## src/design/vkf_pkg.sv

```systemverilog
`timescale 1ns / 1ps
package vkf_pkg;

	localparam int WORD_MAX = 32;
	localparam int KEY_MAX  = 3;
	localparam int ALPHA    = 26;

	localparam int IDX_W     = $clog2(WORD_MAX);
	localparam int LEN_W     = $clog2(WORD_MAX + 1);
	localparam int KEY_LEN_W = 2;
	localparam int DSEL_W    = 2;
	localparam int SHIFT_W   = 5;
	localparam int BM_DEPTH  = ALPHA * ALPHA;
	localparam int BM_AW     = $clog2(BM_DEPTH);
	localparam int PROD_W    = $clog2(128 * (WORD_MAX + 1));

	localparam logic [7:0] CHAR_A = 8'd97;
	localparam logic [7:0] CHAR_Z = 8'd122;
	localparam logic [7:0] CHAR_E = 8'd101;
	localparam logic [7:0] CHAR_I = 8'd105;
	localparam logic [7:0] CHAR_O = 8'd111;
	localparam logic [7:0] CHAR_U = 8'd117;
	localparam logic [7:0] CHAR_K = 8'd107;
	localparam logic [7:0] CHAR_W = 8'd119;
	localparam logic [7:0] CHAR_Y = 8'd121;

	localparam logic [SHIFT_W-1:0] SHIFT_LAST = 5'd25;

	localparam logic [1:0] ACT_MARK = 2'd0;
	localparam logic [1:0] ACT_LOAD = 2'd1;
	localparam logic [1:0] ACT_TRY  = 2'd2;

	typedef enum logic [2:0] {
		V_PASS = 3'd0,
		V_KWY  = 3'd1,
		V_FEW  = 3'd2,
		V_BIG  = 3'd3,
		V_EXH  = 3'd4
	} verdict_t;

	typedef enum logic [2:0] {
		ST_CLR,
		ST_IDLE,
		ST_SCAN,
		ST_VERD,
		ST_LRD,
		ST_LOUT
	} state_t;

	typedef struct packed {
		logic [KEY_MAX-1:0][SHIFT_W-1:0] digit;
		logic [KEY_LEN_W-1:0]            len;
		logic                            exhausted;
	} key_t;

	typedef struct packed {
		logic step;
		logic clear;
	} key_ctl_t;

	function automatic logic is_lower(input logic [7:0] c);
		return (c >= CHAR_A) && (c <= CHAR_Z);
	endfunction

	function automatic logic [7:0] shift_byte(input logic [7:0] c,
			input logic [SHIFT_W-1:0] s);
		logic [5:0] sum;
		sum = 6'(c - CHAR_A) + 6'(s);
		if (sum >= 6'(ALPHA))
			sum = sum - 6'(ALPHA);
		return is_lower(c) ? (8'(sum) + CHAR_A) : c;
	endfunction

	function automatic logic is_vowel(input logic [7:0] c);
		return (c == CHAR_A) || (c == CHAR_E) || (c == CHAR_I) || (c == CHAR_O) ||
			(c == CHAR_U);
	endfunction

	function automatic logic is_kwy(input logic [7:0] c);
		return (c == CHAR_K) || (c == CHAR_W) || (c == CHAR_Y);
	endfunction

endpackage

```

## src/design/vkf_ram.sv

```systemverilog
`timescale 1ns / 1ps
module vkf_ram #(
	parameter int WIDTH = 8,
	parameter int DEPTH = 32
) (
	input  logic                     clk,
	input  logic                     we,
	input  logic [$clog2(DEPTH)-1:0] waddr,
	input  logic [WIDTH-1:0]         wdata,
	input  logic                     re,
	input  logic [$clog2(DEPTH)-1:0] raddr,
	output logic [WIDTH-1:0]         rdata
);

	logic [WIDTH-1:0] mem_q [DEPTH];

	always_ff @(posedge clk) begin
		if (we)
			mem_q[waddr] <= wdata;
		if (re)
			rdata <= mem_q[raddr];
	end

endmodule

```

## src/design/vkf_key.sv

```systemverilog
`timescale 1ns / 1ps
module vkf_key (
	input  logic              clk,
	input  logic              arst_n,
	input  vkf_pkg::key_ctl_t ctl,
	output vkf_pkg::key_t     key,
	output logic              try_exh
);
	import vkf_pkg::*;

	key_t key_q, key_nx;
	logic carry;

	// counting order, last active digit fastest; full wrap grows length, or at max sets exhausted
	always_comb begin
		key_nx = key_q;
		carry  = 1'b1;
		if (key_q.len == '0) begin
			key_nx.len   = KEY_LEN_W'(1);
			key_nx.digit = '0;
			carry        = 1'b0;
		end else begin
			for (int j = KEY_MAX - 1; j >= 0; j--) begin
				if (KEY_LEN_W'(j) < key_q.len && carry) begin
					if (key_q.digit[j] < SHIFT_LAST) begin
						key_nx.digit[j] = key_q.digit[j] + SHIFT_W'(1);
						carry           = 1'b0;
					end else begin
						key_nx.digit[j] = '0;
					end
				end
			end
			if (carry) begin
				if (key_q.len >= KEY_LEN_W'(KEY_MAX)) begin
					key_nx.exhausted = 1'b1;
				end else begin
					key_nx.len   = key_q.len + KEY_LEN_W'(1);
					key_nx.digit = '0;
				end
			end
		end
		if (key_q.exhausted)
			key_nx = key_q;
	end

	assign try_exh = key_nx.exhausted;
	assign key     = key_q;

	always_ff @(posedge clk or negedge arst_n) begin
		if (!arst_n) begin
			key_q <= '0;
		end else if (ctl.clear) begin
			key_q <= '0;
		end else if (ctl.step) begin
			key_q <= key_nx;
		end
	end

endmodule

```

## src/design/vigenere_key_search_filter_core.sv

```systemverilog
`timescale 1ns / 1ps
// Brute-force Vigenere key search with letter filters.
// Input channel (in_valid/in_ready) carries one request per beat: mark or clear a
// forbidden bigram, append a ciphertext byte to the word buffer, or try the next
// key. Mark and load beats give no result, and the input stays ready after them.
// A try beat steps the key counter and, unless the keys are exhausted, walks the
// buffered word through the cipher buffer RAM and the bigram bitmap RAM, one
// letter a cycle, then gives the verdict. On a pass the letters follow, each
// re-read from the buffer RAM.
// Output channel (out_valid/out_ready) is one result register: kind 0 is the
// verdict, kind 1 a candidate letter, last marks the final beat of a try.
// When the receiver stalls, the walk stops at the next result that needs the
// register; the input is taken again as soon as the final result is loaded.
// Reset: after arst_n releases, all 676 bigram bitmap entries are swept to zero,
// one entry a cycle; in_ready stays low meanwhile. cfg_we/cfg_wdata write the
// vowel percentage (reset 33) at any clock edge.
module vigenere_key_search_filter_core (
	input  logic                         clk,
	input  logic                         arst_n,
	input  logic                         in_valid,
	output logic                         in_ready,
	input  logic [1:0]                   action,
	input  logic [4:0]                   bigram_first,
	input  logic [4:0]                   bigram_second,
	input  logic                         mark,
	input  logic [7:0]                   cipher_letter,
	input  logic                         word_end,
	output logic                         out_valid,
	input  logic                         out_ready,
	output logic                         kind,
	output logic [2:0]                   verdict,
	output logic [vkf_pkg::SHIFT_W-1:0]  shift_one,
	output logic [vkf_pkg::SHIFT_W-1:0]  shift_two,
	output logic [vkf_pkg::SHIFT_W-1:0]  shift_three,
	output logic [vkf_pkg::KEY_LEN_W-1:0] key_length,
	output logic [7:0]                   plain_letter,
	output logic                         last,
	input  logic                         cfg_we,
	input  logic [6:0]                   cfg_wdata
);
	import vkf_pkg::*;

	state_t state_q, state_d;

	logic [6:0]       vpct_q;
	logic [LEN_W-1:0] len_q;
	logic             restart_q;
	logic [BM_AW-1:0] clr_q;

	logic [LEN_W-1:0]  idx_q;
	logic [DSEL_W-1:0] dsel_q;
	logic              v_s1, first_s1, bchk_s2;
	logic [DSEL_W-1:0] dsel_s1;
	logic [7:0]        prev_q;
	logic              kwy_q, big_q;
	logic [LEN_W-1:0]  vow_q;

	logic             out_valid_q, kind_q, last_q;
	verdict_t         verdict_q;
	logic [SHIFT_W-1:0] sh1_q, sh2_q, sh3_q;
	logic [KEY_LEN_W-1:0] klen_q;
	logic [7:0]       plain_q;

	key_t     key;
	key_ctl_t key_ctl;
	logic     try_exh;

	logic             acc, acc_mark, acc_load, acc_try;
	logic             out_free;
	logic [LEN_W-1:0] eff_len;

	logic             buf_we, buf_re;
	logic [IDX_W-1:0] buf_waddr, buf_raddr;
	logic [7:0]       buf_rdata;

	logic             bm_we, bm_wdata, bm_re, bm_rdata;
	logic [BM_AW-1:0] bm_waddr, bm_raddr;

	logic [7:0]         plain_c, let_c;
	logic               big_chk;
	logic [PROD_W-1:0]  vow_lhs, vow_rhs;
	verdict_t           verd_c;
	logic               scan_issue, scan_done, let_last;
	logic [DSEL_W-1:0]  dsel_adv;

	assign in_ready = (state_q == ST_IDLE);
	assign acc      = in_valid && in_ready;
	assign acc_mark = acc && (action == ACT_MARK);
	assign acc_load = acc && (action == ACT_LOAD);
	assign acc_try  = acc && (action == ACT_TRY);
	assign out_free = !out_valid_q || out_ready;

	assign key_ctl.clear = acc_load && restart_q;
	assign key_ctl.step  = acc_try;

	vkf_key u_key (
		.clk     (clk),
		.arst_n  (arst_n),
		.ctl     (key_ctl),
		.key     (key),
		.try_exh (try_exh)
	);

	// cipher word buffer
	assign eff_len   = restart_q ? '0 : len_q;
	assign buf_we    = acc_load && (eff_len < LEN_W'(WORD_MAX));
	assign buf_waddr = eff_len[IDX_W-1:0];
	assign scan_issue = (state_q == ST_SCAN) && (idx_q < len_q);
	assign buf_re    = scan_issue || (state_q == ST_LRD);
	assign buf_raddr = idx_q[IDX_W-1:0];

	vkf_ram #(.WIDTH(8), .DEPTH(WORD_MAX)) u_buf (
		.clk   (clk),
		.we    (buf_we),
		.waddr (buf_waddr),
		.wdata (cipher_letter),
		.re    (buf_re),
		.raddr (buf_raddr),
		.rdata (buf_rdata)
	);

	// forbidden bigram bitmap: swept clear after reset, then written by mark beats
	always_comb begin
		bm_we    = 1'b0;
		bm_waddr = clr_q;
		bm_wdata = 1'b0;
		if (state_q == ST_CLR) begin
			bm_we = 1'b1;
		end else if (acc_mark && (bigram_first < 5'(ALPHA)) &&
				(bigram_second < 5'(ALPHA))) begin
			bm_we    = 1'b1;
			bm_waddr = BM_AW'(bigram_first) * BM_AW'(ALPHA) + BM_AW'(bigram_second);
			bm_wdata = mark;
		end
	end

	assign plain_c  = shift_byte(buf_rdata, key.digit[dsel_s1]);
	assign big_chk  = v_s1 && !first_s1 && is_lower(prev_q) && is_lower(plain_c);
	assign bm_re    = big_chk;
	assign bm_raddr = BM_AW'(5'(prev_q - CHAR_A)) * BM_AW'(ALPHA) +
		BM_AW'(5'(plain_c - CHAR_A));

	vkf_ram #(.WIDTH(1), .DEPTH(BM_DEPTH)) u_bm (
		.clk   (clk),
		.we    (bm_we),
		.waddr (bm_waddr),
		.wdata (bm_wdata),
		.re    (bm_re),
		.raddr (bm_raddr),
		.rdata (bm_rdata)
	);

	assign scan_done = (idx_q == len_q) && !v_s1 && !bchk_s2;
	assign dsel_adv  = (DSEL_W'(key.len) - DSEL_W'(1) == dsel_q) ? '0 :
		dsel_q + DSEL_W'(1);
	assign let_c     = shift_byte(buf_rdata, key.digit[dsel_q]);
	assign let_last  = (idx_q + LEN_W'(1) == len_q);

	assign vow_lhs = PROD_W'(vow_q) * PROD_W'(100);
	assign vow_rhs = PROD_W'(vpct_q) * PROD_W'(len_q);

	always_comb begin
		if (key.exhausted)
			verd_c = V_EXH;
		else if (kwy_q)
			verd_c = V_KWY;
		else if (vow_lhs <= vow_rhs)
			verd_c = V_FEW;
		else if (big_q)
			verd_c = V_BIG;
		else
			verd_c = V_PASS;
	end

	always_comb begin
		state_d = state_q;
		unique case (state_q)
			ST_CLR: begin
				if (clr_q == BM_AW'(BM_DEPTH - 1))
					state_d = ST_IDLE;
			end
			ST_IDLE: begin
				if (acc_try)
					state_d = try_exh ? ST_VERD : ST_SCAN;
			end
			ST_SCAN: begin
				if (scan_done)
					state_d = ST_VERD;
			end
			ST_VERD: begin
				if (out_free)
					state_d = (verd_c == V_PASS && len_q != '0) ? ST_LRD : ST_IDLE;
			end
			ST_LRD: begin
				state_d = ST_LOUT;
			end
			ST_LOUT: begin
				if (out_free)
					state_d = let_last ? ST_IDLE : ST_LRD;
			end
			default: begin
				state_d = ST_IDLE;
			end
		endcase
	end

	always_ff @(posedge clk or negedge arst_n) begin
		if (!arst_n)
			state_q <= ST_CLR;
		else
			state_q <= state_d;
	end

	always_ff @(posedge clk or negedge arst_n) begin
		if (!arst_n) begin
			vpct_q    <= 7'd33;
			len_q     <= '0;
			restart_q <= 1'b1;
			clr_q     <= '0;
			v_s1      <= 1'b0;
			bchk_s2   <= 1'b0;
			out_valid_q <= 1'b0;
		end else begin
			if (cfg_we)
				vpct_q <= cfg_wdata;
			if (state_q == ST_CLR)
				clr_q <= clr_q + BM_AW'(1);
			if (acc_load) begin
				len_q     <= buf_we ? eff_len + LEN_W'(1) : eff_len;
				restart_q <= word_end;
			end
			v_s1    <= scan_issue;
			bchk_s2 <= big_chk;
			if ((state_q == ST_VERD || state_q == ST_LOUT) && out_free)
				out_valid_q <= 1'b1;
			else if (out_ready)
				out_valid_q <= 1'b0;
		end
	end

	// walk datapath and result register
	always_ff @(posedge clk) begin
		if (acc_try) begin
			idx_q  <= '0;
			dsel_q <= '0;
			kwy_q  <= 1'b0;
			big_q  <= 1'b0;
			vow_q  <= '0;
		end
		if (scan_issue) begin
			idx_q    <= idx_q + LEN_W'(1);
			dsel_q   <= dsel_adv;
			dsel_s1  <= dsel_q;
			first_s1 <= (idx_q == '0);
		end
		if (v_s1) begin
			prev_q <= plain_c;
			if (is_kwy(plain_c))
				kwy_q <= 1'b1;
			if (is_vowel(plain_c))
				vow_q <= vow_q + LEN_W'(1);
		end
		if (bchk_s2 && bm_rdata)
			big_q <= 1'b1;

		if (state_q == ST_VERD && out_free) begin
			kind_q    <= 1'b0;
			verdict_q <= verd_c;
			plain_q   <= '0;
			last_q    <= (verd_c != V_PASS) || (len_q == '0);
			idx_q     <= '0;
			dsel_q    <= '0;
			sh1_q     <= key.exhausted ? '0 : key.digit[0];
			sh2_q     <= (!key.exhausted && key.len > KEY_LEN_W'(1)) ? key.digit[1] : '0;
			sh3_q     <= (!key.exhausted && key.len > KEY_LEN_W'(2)) ? key.digit[2] : '0;
			klen_q    <= key.exhausted ? '0 : key.len;
		end
		if (state_q == ST_LOUT && out_free) begin
			kind_q    <= 1'b1;
			verdict_q <= V_PASS;
			plain_q   <= let_c;
			last_q    <= let_last;
			idx_q     <= idx_q + LEN_W'(1);
			dsel_q    <= dsel_adv;
		end
	end

	assign out_valid    = out_valid_q;
	assign kind         = kind_q;
	assign verdict      = verdict_q;
	assign shift_one    = sh1_q;
	assign shift_two    = sh2_q;
	assign shift_three  = sh3_q;
	assign key_length   = klen_q;
	assign plain_letter = plain_q;
	assign last         = last_q;

endmodule
```

## config.mk

```make
export PLATFORM = sky130hd
export DESIGN_NAME = vigenere_key_search_filter_core
export DESIGN_NICKNAME = d
export VERILOG_FILES = /design/src/design/vkf_pkg.sv /design/src/design/vkf_ram.sv /design/src/design/vkf_key.sv /design/src/design/vigenere_key_search_filter_core.sv
export SDC_FILE = /design/constraint.sdc
export NUM_CORES = 2
export LEC_CHECK = 0
export BUFFER_PORTS_ARGS = -buffer_cell sky130_fd_sc_hd__buf_2
export CAP_MARGIN = 15
export CORE_ASPECT_RATIO = 1.75
export CORE_UTILIZATION = 40
export CTS_BUF_LIST = sky130_fd_sc_hd__clkbuf_2 sky130_fd_sc_hd__clkbuf_4 sky130_fd_sc_hd__clkbuf_8
export CTS_CLUSTER_DIAMETER = 60
export DETAILED_ROUTE_END_ITERATION = 12
export PLACE_DENSITY_LB_ADDON = 0.15
export SYNTH_ARGS = -nofsm -noshare
export SYNTH_HDL_FRONTEND = slang
export SYNTH_SLANG_ARGS = --single-unit
```

## constraint.sdc

```tcl
create_clock -name clk -period 14.62 [get_ports clk]
set_input_delay 2.193 -clock clk [delete_from_list [all_inputs] [get_ports clk]]
set_output_delay 2.193 -clock clk [all_outputs]
set_load 0.005 [all_outputs]
```

Word level (Yosys, flattened, before mapping)
Memories as Yosys holds them, arrays and structs flattened. A register that Yosys moved wholly into a read port is not among the register bits.
Index checks and enable logic that the tools add are counted.
{"block": "word_totals", "reg_bits": 105, "mem_bits_rw": 932, "inputBits": 34, "output_inout_bits": 32, "elab_cells": 240, "memories": 2}
{"name": "u_bm.mem_q", "words": 676, "width": 1, "rd": 1, "rd_ports_with_merged_regs": 1, "wr": 1, "line_no": "vkf_ram.sv:15", "rtl": "logic [WIDTH-1:0] mem_q [DEPTH];"}
{"name": "u_buf.mem_q", "words": 32, "width": 8, "rd": 1, "rd_ports_with_merged_regs": 1, "wr": 1, "line_no": "vkf_ram.sv:15"}
{"block": "op_classes", "add_sub_neg": 21, "n_mul": 4, "magnitude_cmp": 24, "eq_ne": 26, "muxes": 77, "n_reduce_logical": 57}
{"operator": "18-bit 2-to-1 mux", "count": 4}
{"operator": "6-bit 2-to-1 mux", "count": 11}
{"operator": "8-bit by 7-bit equality test with 1-bit output, second input constant", "count": 8}
{"operator": "5-bit 2-to-1 mux", "count": 8}
{"operator": "17-bit 2-to-1 mux", "count": 2}
{"operator": "8-bit 2-to-1 mux", "count": 4}
{"operator": "1-bit 2-to-1 mux", "count": 27}
{"operator": "1-bit logical AND", "count": 26}
{"operator": "5-bit < comparator, second input constant", "count": 5}
{"operator": "8-bit by 7-bit >= comparator with 1-bit output, second input constant", "count": 3}
{"operator": "8-bit by 7-bit less-or-equal comparator with 1-bit output, second input constant", "count": 3}
{"operator": "3-bit 2-to-1 mux", "count": 8}
{"operator": "10-bit by 5-bit adder with 10-bit output", "count": 2}
{"operator": "5-bit binary-select mux with 2-bit select", "count": 2}
{"operator": "10-bit 2-to-1 mux", "count": 2}
{"operator": "6-bit by 1-bit adder with 6-bit output, second input constant", "count": 3}
{"operator": "5-bit by 4-bit multiplier with 9-bit output, second input constant", "count": 2}
{"operator": "3-bit one-hot mux with 6 select lines", "count": 1}
{"operator": "6-bit by 7-bit adder with 8-bit output, second input constant", "count": 2}
{"operator": "2-bit 2-to-1 mux", "count": 8}
{"operator": "5-bit by 1-bit adder with 5-bit output, second input constant", "count": 3}
{"operator": "13-bit less-or-equal comparator", "count": 1}
{"operator": "7-bit by 6-bit multiplier with 13-bit output", "count": 1}
{"operator": "6-bit by 5-bit adder with 6-bit output", "count": 2}
{"operator": "39 further kinds", "count": 71}

Logic depth before layout (Yosys ltp)
{"block": "depth", "word_depth": 16, "depth_mapped": 32, "ltp_nobuf": 29}

Hierarchy
From an unflattened synthesis, not the netlist that was laid out.
{"block": "unflattened", "hier_cells": 3530, "area_unflattened_um2": 49759.0}
{"mod": "vkf_ram (u_bm)", "n_inst": 1, "cells_each": 1990, "area_per_inst_um2": 29419.5, "seq_area_each_um2": 20329.5}
{"mod": "vkf_ram (u_buf)", "n_inst": 1, "cells_each": 417, "area_per_inst_um2": 10133.5, "seq_area_each_um2": 7927.6}
{"mod": "vigenere_key_search_filter_core", "n_inst": 1, "cells_each": 980, "area_per_inst_um2": 8858.5, "seq_area_each_um2": 2346.0}
{"mod": "vkf_key", "n_inst": 1, "cells_each": 143, "area_per_inst_um2": 1347.5, "seq_area_each_um2": 450.4}

Worst setup path after synthesis
Ideal clock, no wire load.
{"block": "synth_timing", "path_kind": "input -> register", "startpoint": "input port bigram_first[1]", "endpoint": "memory u_bm.mem_q[0] (data pin)", "setup_time_ns": 1.973, "arrival_time_ns": 11.461, "t_required_ns": 12.647, "setup_slack_ns": 1.186, "cell_stages": 7, "n_path_buf": 0, "cell_sequence": "inv_1 ha_1 inv_1 a21oi_1 nand3_1 clkinv_1 and2_1"}
{"block": "synth_between", "elab_chain_len": 5}
{"item": "from (decl)", "line_no": "vigenere_key_search_filter_core.sv:23", "rtl": "input logic [4:0] bigram_first,"}
{"item": "5-bit < comparator", "line_no": "vigenere_key_search_filter_core.sv:129", "rtl": "end else if (acc_mark && (bigram_first < 5'(ALPHA)) &&"}
{"item": "1-bit logical AND (2 in a row)", "line_no": "vigenere_key_search_filter_core.sv:129"}
{"item": "1-bit 2-to-1 mux", "line_no": "vigenere_key_search_filter_core.sv:129"}
{"item": "1-bit 2-to-1 mux", "line_no": "vigenere_key_search_filter_core.sv:127", "rtl": "if (state_q == ST_CLR) begin"}
{"item": "net bm_wdata", "line_no": "vigenere_key_search_filter_core.sv:76", "rtl": "logic bm_we, bm_wdata, bm_re, bm_rdata;"}
{"item": "to (decl)", "line_no": "vkf_ram.sv:15"}
The timed path passes the listed nets, and every way through them passes these cells.

Final worst setup path
{"block": "layout_timing", "startpoint": "register u_buf.rdata[0], read port of u_buf.mem_q", "endpoint": "register u_bm.rdata, read port of u_bm.mem_q (data pin)"}
{"block": "layout_between", "elab_chain_len": 9, "elab_cells_between_ends": 16, "classes_between": "6 x add/sub; 5 x order compare; 2 x mux; 3 x reduce/logical"}
{"item": "from (decl)", "line_no": "vkf_ram.sv:12", "rtl": "output logic [WIDTH-1:0] rdata"}
{"item": "6-bit subtractor", "line_no": "vkf_pkg.sv:68", "rtl": "sum = 6'(c - CHAR_A) + 6'(s);"}
{"item": "6-bit by 5-bit adder with 6-bit output", "line_no": "vkf_pkg.sv:68"}
{"item": "6-bit by 5-bit subtractor with 6-bit output / 6-bit by 5-bit >= comparator with 1-bit output (equally long branches)", "line_no": "vkf_pkg.sv:70, vkf_pkg.sv:69"}
{"item": "6-bit 2-to-1 mux", "line_no": "vkf_pkg.sv:69", "rtl": "if (sum >= 6'(ALPHA))"}
{"item": "6-bit by 7-bit adder with 8-bit output", "line_no": "vkf_pkg.sv:71", "rtl": "return is_lower(c) ? (8'(sum) + CHAR_A) : c;"}
{"item": "8-bit 2-to-1 mux *", "line_no": "vkf_pkg.sv:71"}
{"item": "net plain_c[1]", "line_no": "vigenere_key_search_filter_core.sv:79", "rtl": "logic [7:0] plain_c, let_c;"}
{"item": "branches (longest 3 deep; another with 10-bit by 5-bit adder with 10-bit output)"}
{"item": "to (decl)", "line_no": "vkf_ram.sv:12"}
Mark *: on every way through the listed nets, which the timed path passes.
A chain may end at the register's enable or synchronous reset.

==> results.tsv <==
metric	value	unit
CP endpoint kind	flop	
initial drt markers	2796	
Highest Clock Rate	96.8	MHz
Worst EP required	15320	ps
slack of the critical path	4290	ps
Synth area leaders	edfxtp_1, nor2_1, mux4_2	
flop-to-flop setup slack	4290	ps
CP max-delay cell	nor4_1	
Setup WS pre-CTS	4490	ps
count leader, synth	edfxtp_1	
die height	466	um
Max Slew Vio Count	0	
Clock Sinks	1046	
cts hold-fix bufs	0	
Post-synth EDFFs	986	
Die Span X	267	um
slowest stage delay, CP	860	ps
minimum clock period	10330	ps
post-synthesis sequential area ratio	63.1	%
FP Rows	169	
Leak	18.4	nW
PortBufs	65	
first-pass GRT wire length	226	mm
Worst EP arrival	11040	ps
Netlist cell types	90	
crit path launch type	flop	
Core Area	122000	um^2
Main synth FF type	edfxtp_1	
Worst-Margin Slew	1330	ps
wire per inst	27.2	um
grt total ovfl	0	
Synth Register Bits	1046	
max_slew headroom	11.1	%
Nets	4230	
share of synthesized registers carrying an async set or reset	4.59	%
Hold Crit Class	flop to flop	
run status	completed	
area growth from synthesis to layout	10.7	%
peak supply drop	0.162	mV
Post-synth top cells	edfxtp_1, nor2_1, nand2_1	
num ports	66	
P per Cell Area	158	nW/um^2
CTS tree	built	
root buf cell	clkbuf_8	
clk_lat worst skew	910	ps
syn_nets	4187	
# Max-Cap Violations	0	
Detail Route Antenna Nets	0	
synthesized area	49200	um^2
maximum fanout along the worst path	32	
1st-pass router iterations	7	
total chip power	8.61	mW
# resized after CTS	0	
GRT Total Usage	25.3	%
deepest clock path buffer count	3	
cell taking the most area after synthesis	edfxtp_1	
RD Place Congestion	0.854	
vias per cell	5.75	
full die area	125000	um^2
Setup Crit Path Kind	flop to flop	
CTS H-tree depth	4	
largest net degree at the start of global routing	271	
Final HPWL DP	97.8	mm
cts bufs inserted	154	
cell repeated most along the worst path	ha_1	
initial antenna violation count	3	
Final TNS setup	0	ps
Clock Skew	51.2	ps
setup bufs post-CTS	0	
residual DRC count	0	
final non-filler cell total	5770	
Setup Viol. Count Final	0	
average size of a mapped cell	12.3	um^2
Final Cycle Share	70.7	%
placed insts	5497	
layout cell share with drive strength beyond 1	14.4	%
Synth top area share	60.1	%
Initial Util	40.5	%
DRT Wirelength	157	mm
vias	33200	
cell count after synthesis	3990	
yosys warns	0	
final hold viol count	0	
final core occ	44.8	%
clk slew on worst S/H paths	70	ps
unrepaired setup endpoints after global routing	no	
vias in the first global route	33700	
## cells by family (layout without fill, tap and decap cells)
logic type | after synthesis | after routing | share of synthesized area, %
AND/OR/NAND/NOR | 1547 | 1547 | 13.4
flip-flops | 1046 | 1046 | 63.1
AO/OA/AOI/OAI | 604 | 604 | 8.51
buffers and inverters | 386 | 539 | 3.00
adder cells (fa/ha/maj) | 163 | 163 | 4.60
multiplexers | 161 | 161 | 5.90
XOR/XNOR | 83 | 83 | 1.51
other | 0 | 3 | 0
## metal layers
metal | share of wire, % | track usage, % | wire, um
met5 | 0.0057 | 0 | 9
met4 | 6.0 | 14.8 | 9410
met2 | 53 | 46.5 | 83600
met3 | 5.2 | 3.87 | 8080
met1 | 36 | 27.2 | 55800
## worst paths after layout
check / to / from / depth (start not counted)
setup / recovery: u_bm.rdata$_DFFE_PP_ / u_buf.rdata[0]$_DFFE_PP_ / 28
hold / removal: verdict[0]$_SDFFE_PP0P_ / verdict[0]$_SDFFE_PP0P_ / 2
setup reg to reg: u_bm.rdata$_DFFE_PP_ / u_buf.rdata[0]$_DFFE_PP_ / 28
hold reg to reg: verdict[0]$_SDFFE_PP0P_ / verdict[0]$_SDFFE_PP0P_ / 2
max in group asynchronous: clr_q[9]$_DFFE_PN0P_ / arst_n / 2
min in group asynchronous: u_key.key[14]$_DFFE_PN0P_ / arst_n / 2
## power breakdown
part	switching (mW)	internal, mW	total, mW	leakage (nW)
Combinational	1.87	0.957	2.83	6.99
Sequential	0.0881	3.35	3.44	9.88
Clock	1.16	1.18	2.35	1.54
## registers in the layout (all words and copies together) (netlist names), 7 cells and up
name          count
u_key.key        18
vpct_q            7
clr_q            10
prev_q            8
u_buf.rdata       8
u_bm.mem_q      676
plain_letter      8
u_buf.mem_q     256
## per-stage QoR
stage	instance area, um^2	hold slack [ps]
2_1_floorplan	49200	424
3_3_place_gp	51500	437
3_5_place_dp	51500	447
4_1_cts	54400	463
5_1_grt	54500	485
6_report	54500	464
## critical path: cells and delay by family (launching register included)
| kind | cells | cell delay (ps) |
|---|---|---|
| flip-flops | 1 | 610 |
| XOR/XNOR | 3 | 900 |
| AO/OA/AOI/OAI | 12 | 3800 |
| buffers and inverters | 4 | 1320 |
| adder cells (fa/ha/maj) | 6 | 2030 |
| AND/OR/NAND/NOR | 3 | 1480 |
## cells in the final DEF (no fill, tap or decap), types with 28 or more instances in the layout
master,netlist,routed
edfxtp_1,986,986
nor2_1,883,881
nand2_1,312,287
clkbuf_8,0,158
ha_1,133,133
o22ai_1,119,119
inv_1,115,114
a21oi_1,109,109
mux4_2,101,101
nand3_1,89,89
o21ai_0,84,83
buf_4,1,83
buf_2,7,65
xnor2_1,53,51
clkbuf_4,0,48
dfrtp_1,45,45
and2_1,47,44
nor3_1,43,42
o221ai_1,40,40
mux2i_1,38,38
clkinv_1,1,32
nor4_1,32,31
fa_1,30,30
a21o_1,28,28
## layout make-up
cell class | count | area [um^2]
fill | 11300 | 67100
sequential | 1046 | 31100
multi-input combinational | 2558 | 17000
clock buffer | 206 | 2530
tap | 1624 | 2030
timing repair buffer | 155 | 1070
inverter | 118 | 445
clock inverter | 60 | 395
antenna | 3 | 7.51
Power figures use the tool's default switching activity.
